**src/hw/rtl/hgqm_ram.sv**
```systemverilog
// Generic simple dual-port RAM with one write port and a registered read port.
// Used for the tile height, neighbor edge and used-cell stores; no dependencies.
module hgqm_ram #(
  parameter int unsigned WIDTH = 16,
  parameter int unsigned DEPTH = 256,
  localparam int unsigned AW   = (DEPTH > 1) ? $clog2(DEPTH) : 1
) (
  input  logic             clk_i,
  input  logic             we_i,
  input  logic [AW-1:0]    waddr_i,
  input  logic [WIDTH-1:0] wdata_i,
  input  logic [AW-1:0]    raddr_i,
  output logic [WIDTH-1:0] rdata_o
);

  logic [WIDTH-1:0] mem_q [DEPTH];

  // write port and registered read
  always_ff @(posedge clk_i) begin
    if (we_i) begin
      mem_q[waddr_i] <= wdata_i;
    end
    rdata_o <= mem_q[raddr_i];
  end

endmodule

```
**config.mk**
```make
export PLATFORM = sky130hd
export DESIGN_NAME = hgqm_ram
export DESIGN_NICKNAME = d
export VERILOG_FILES = /design/src/hw/rtl/hgqm_ram.sv
export SDC_FILE = /design/constraint.sdc
export NUM_CORES = 2
export LEC_CHECK = 0
export ABC_CLOCK_PERIOD_IN_PS = 2750
export BUFFER_PORTS_ARGS = -buffer_cell sky130_fd_sc_hd__clkbuf_2
export CORE_UTILIZATION = 50
export DETAILED_ROUTE_END_ITERATION = 10
export HOLD_SLACK_MARGIN = 0.12
export PLACE_DENSITY_LB_ADDON = 0.05
export SLEW_MARGIN = 20
export SYNTH_ARGS = -nofsm -noshare
export SYNTH_HDL_FRONTEND = slang
export SYNTH_SLANG_ARGS = --single-unit
export TNS_END_PERCENT = 1
```
**constraint.sdc**
```tcl
create_clock -name clk_i -period 2.75 [get_ports clk_i]
set_input_delay 0.55 -clock clk_i [delete_from_list [all_inputs] [get_ports clk_i]]
set_output_delay 0.55 -clock clk_i [all_outputs]
set_load 0.005 [all_outputs]
```
==> summary.md <==
The number of I/O port buffers was 49. The run gives 123000 um2 as the register cell area after layout. Power spread over the standard cell area amounts to 705 nW/um2.

The HPWL after detailed placement was 284000 um; the detailed router's first-iteration violation count was 10200. Counting both buffers and inverters, the worst setup path holds a total of 5. The run gives 579 uV as the worst vdd rail ir drop.

The slowest stage of the critical path is the sky130_fd_sc_hd__o31ai_1 cell. The count of cells in the finished layout, fillers not included, comes to 13100. Clock tree synthesis selected as its root buffer the cell sky130_fd_sc_hd__clkbuf_16. Iteration count of the initial detailed-routing pass: 6. Setup violations remaining at the end of the flow were counted as 2.

The worst setup path is launched from an input pin. The via count of the first global-routing pass came out at 80600. Clock skew on the completed layout was measured at 0.0407 ns. Worst hold-check path type: in -> reg.

Global routing finished with a remaining overflow of 0. Entering global routing, the biggest net connects 93 pins. Timing would allow up to 358 MHz. The async set or reset register ratio after synthesis came out at 0%.

Leakage power total: 61.2 nW. The number of stages on the worst setup path is 11, and the number of cells traversed by the worst register-to-register path is 8. The tools report the final weighted congestion in routability-driven placement as 0.869.

The critical path goes through buf_12, buf_12, buf_12, buf_12, mux2i_1, o221ai_1, a21oi_1, o31ai_1, o32ai_2, buf_4, nor4_1. The final wirelength was 446000 um; the synthesized instance count was 7360. The initial antenna violation count came out at 33. The tools report the total I/O pin count as 50. The tools report the count of final hold-check violations as 0. Fill cells in the final layout number 22700.

The tree built by TritonCTS fans out to 4112 sinks. The synthesized netlist contains 52 unique library cells. For the data arrival time of the worst path, the log shows 3.66 ns. The relative max-transition margin was 20.0%; the area fraction in compound gates after synthesis was 3.54%. For this configuration, the core starts out at a cell density of 50.3%. The number of clock buffers added by TritonCTS is 425. The number of cells in the design after placement was 12300. The combinational family with the most area after synthesis is multiplexers. The worst hold path cell count is 1. For the max-slew violation count, the log shows 0. The final critical-path setup slack was -0.0424 ns. The post-synthesis simple-gate area fraction came out at 1.57%. At the end of the flow, the number of nets in the layout was 8568. In this run the critical register-to-register path is launched from mem_q[10][0]. The die covers 320000 um2. In this design, the stage delay of the slowest critical-path cell is 0.83 ns. The period utilization is 102%, and the via count is 81600. The transition time at the pin with the least slew margin was 1.19 ns; the latest clock arrival within the worst-skew pair was 0.96 ns. The clock tree synthesis step divided the H-tree into 5 levels. The share of the Yosys chip area taken by registers is 77.7%. The relative area change from synthesis to final layout works out to 18.5%. Along the worst path, the maximum fanout reaches 29.

Among the stages of the critical path, the cell type that occurs most often is sky130_fd_sc_hd__buf_12. Once placement finished, the instance area stood at 174000 um2. For the worst setup path, the data required time is 3.62 ns. The number of setup buffers added after CTS is 0. The tools report the worst setup path startpoint as raddr_i[0].

Start-to-end type of the worst setup path: in -> reg. Averaged over all synthesized cells, the footprint is 21.6 um2. The tools report the detailed-route DRC error count as 0.

The area taken by multi-input logic gates was 33200 um2; the summed instance area of the synthesized netlist was 159000 um2. The total number of yosys warnings is 0. TritonCTS built the clock tree.

The origin of the worst min-delay path is wdata_i[4]. After clock tree synthesis, the clock-pin slew on the worst setup and hold paths is 0.06 ns. The post-route setup TNS came out at -0.0585 ns. The tools report the wire length of the first global-routing pass as 625000 um. Yosys mapped a number of flops with a built-in enable equal to 4096. The number of max-cap violations is 0, and the remaining number of nets flagged by the antenna check after routing is 0. Dividing the detail-routed wire length by the instance count gives 34.2 um. Cell row count: 206. Grouping stages by cell kind, the critical path spends the most delay in compound AO/OA/AOI/OAI gates. Using the TritonRoute via totals, the vias-per-cell ratio works out to 6.26. Summing the areas of all xor and xnor instances in the mapped netlist gives 0% of the synthesized area. The routed design could run at a clock period as short as 2.79 ns. The flow ran to the end, but the final reports show violations. After synthesis, the share of cell area in mux cells is 15.5%.

The post-synthesis register bit count was 4112. The floorplan step set the die height to 565 um. Maximum number of buffers from clock root to sink: 4. The most used flip-flop cell after synthesis is sky130_fd_sc_hd__edfxtp_1. The post-synthesis adder-cell area fraction is 0%, and the post-layout total power is 132 mW. Fraction of final layout cells sized beyond drive strength 1: 31.3%.

Endpoint kind of the worst setup timing path: a flip-flop. The area of the placeable core came out at 315000 um2. The synthesized netlist net count was 7394; the width of the die was 565 um.

The final reports fail on setup timing. The finished cells cover 188000 um2. Total routing usage reported by global routing: 28.0%.
## worst register-to-register path, stage by stage (launching register included)
cell and delay (ns):
sky130_fd_sc_hd__edfxtp_1 0.37, sky130_fd_sc_hd__mux4_2 0.46, sky130_fd_sc_hd__mux2_2 0.29, sky130_fd_sc_hd__a22oi_1 0.19
sky130_fd_sc_hd__buf_4 0.17, sky130_fd_sc_hd__nand2_1 0.20, sky130_fd_sc_hd__o32ai_2 0.66, sky130_fd_sc_hd__buf_4 0.21
sky130_fd_sc_hd__nor4_1 0.04
## cells in the mapped netlist (all sizes together) (3+ instances only)
master | number | area share [%]
a31oi | 6 | 0.024
a211oi | 18 | 0.085
nand3 | 35 | 0.11
nand4b | 3 | 0.017
mux2 | 88 | 0.62
nor2 | 304 | 0.72
and3 | 11 | 0.043
a22o | 32 | 0.18
or2 | 5 | 0.020
nor2b | 9 | 0.035
a221oi | 28 | 0.15
edfxtp | 4096 | 77
a21oi | 175 | 0.55
inv | 4 | 0.0095
nand4 | 26 | 0.10
dfxtp | 16 | 0.20
clkbuf | 230 | 0.54
nand2b | 3 | 0.012
nor4 | 18 | 0.075
a2111oi | 6 | 0.033
nor3 | 92 | 0.29
mux4 | 797 | 11
o31ai | 16 | 0.076
a22oi | 43 | 0.20
o221ai | 253 | 1.4
o21ai | 38 | 0.12
o22ai | 148 | 0.58
nand2 | 38 | 0.090
buf | 222 | 1.1
mux2i | 565 | 3.6
o32ai | 21 | 0.12
## layout make-up
type | instances | share of cell area (%)
repair buffers | 1199 | 6.87
well taps | 4160 | 2.77
multi-input cells | 2792 | 17.6
diodes | 13 | 0.0173
clock buffers | 540 | 6.01
clock inverters | 230 | 1.08
flip-flops and latches | 4112 | 65.6
inverters | 4 | 0.0146
## stage by stage
step / hold WS, ns / util [%] / setup slack [ns]
2_1_floorplan: 0.649 / - / 0.0350
3_3_place_gp: 0.932 / 55.3 / -1.31
3_5_place_dp: 0.925 / 55.3 / -1.31
4_1_cts: 0.133 / 59.6 / 0.00739
5_1_grt: 0.163 / 59.6 / -0.117
6_report: 0.178 / 59.6 / -0.0424
## kinds of logic after synthesis
logic type	after synthesis
flops	4112
mux	1450
compound gates	786
simple gates	556
buf+inv	456
## per-layer routing
layer	up-vias	wire [um]	share of wire (%)	global-route usage, %
met5	-	65	0.015	0
met4	10	12400	2.8	7.69
met3	583	36200	8.1	4.53
met2	3458	209000	47	43.4
met1	43800	189000	42	41.6
li1	33700	-	-	-
## state kept, by name (all words and copies together), names as in the netlist
signal / cells
mem_q: 4096
rdata_o: 16
## cells in the final DEF (no fill, tap or decap), drive strengths merged, types with 88 or more instances in the layout
cell type / count
mux2i: 565
nor3: 92
o22ai: 148
a21oi: 175
edfxtp: 4096
mux2: 88
clkbuf: 569
buf: 1155
clkinv: 177
mux4: 797
nor2: 304
o221ai: 253
## timing repair
action,CTS,global route
hold buffers,15,0
setup endpoints to repair,4,8
endpoints found under the hold margin,443,0
pin swaps,0,1
gates resized for setup,6,12
## final timing paths
| path | end | slack (ns) |
|---|---|---|
| worst max-delay path | rdata_o[0] | -0.04 |
| worst min-delay path | mem_q[108][4] | 0.18 |
| worst max register to register | rdata_o[0] | 0.07 |
| worst min register to register | rdata_o[3] | 1.16 |
## report_power, final
group	leakage, nW	total [mW]	switching [mW]	internal, mW
combinational	17.7	7.65	4.66	3.00
clock	6.49	55.6	23.7	31.9
sequential	36.9	69.2	0.147	69.1
Power figures use the tool's default switching activity.
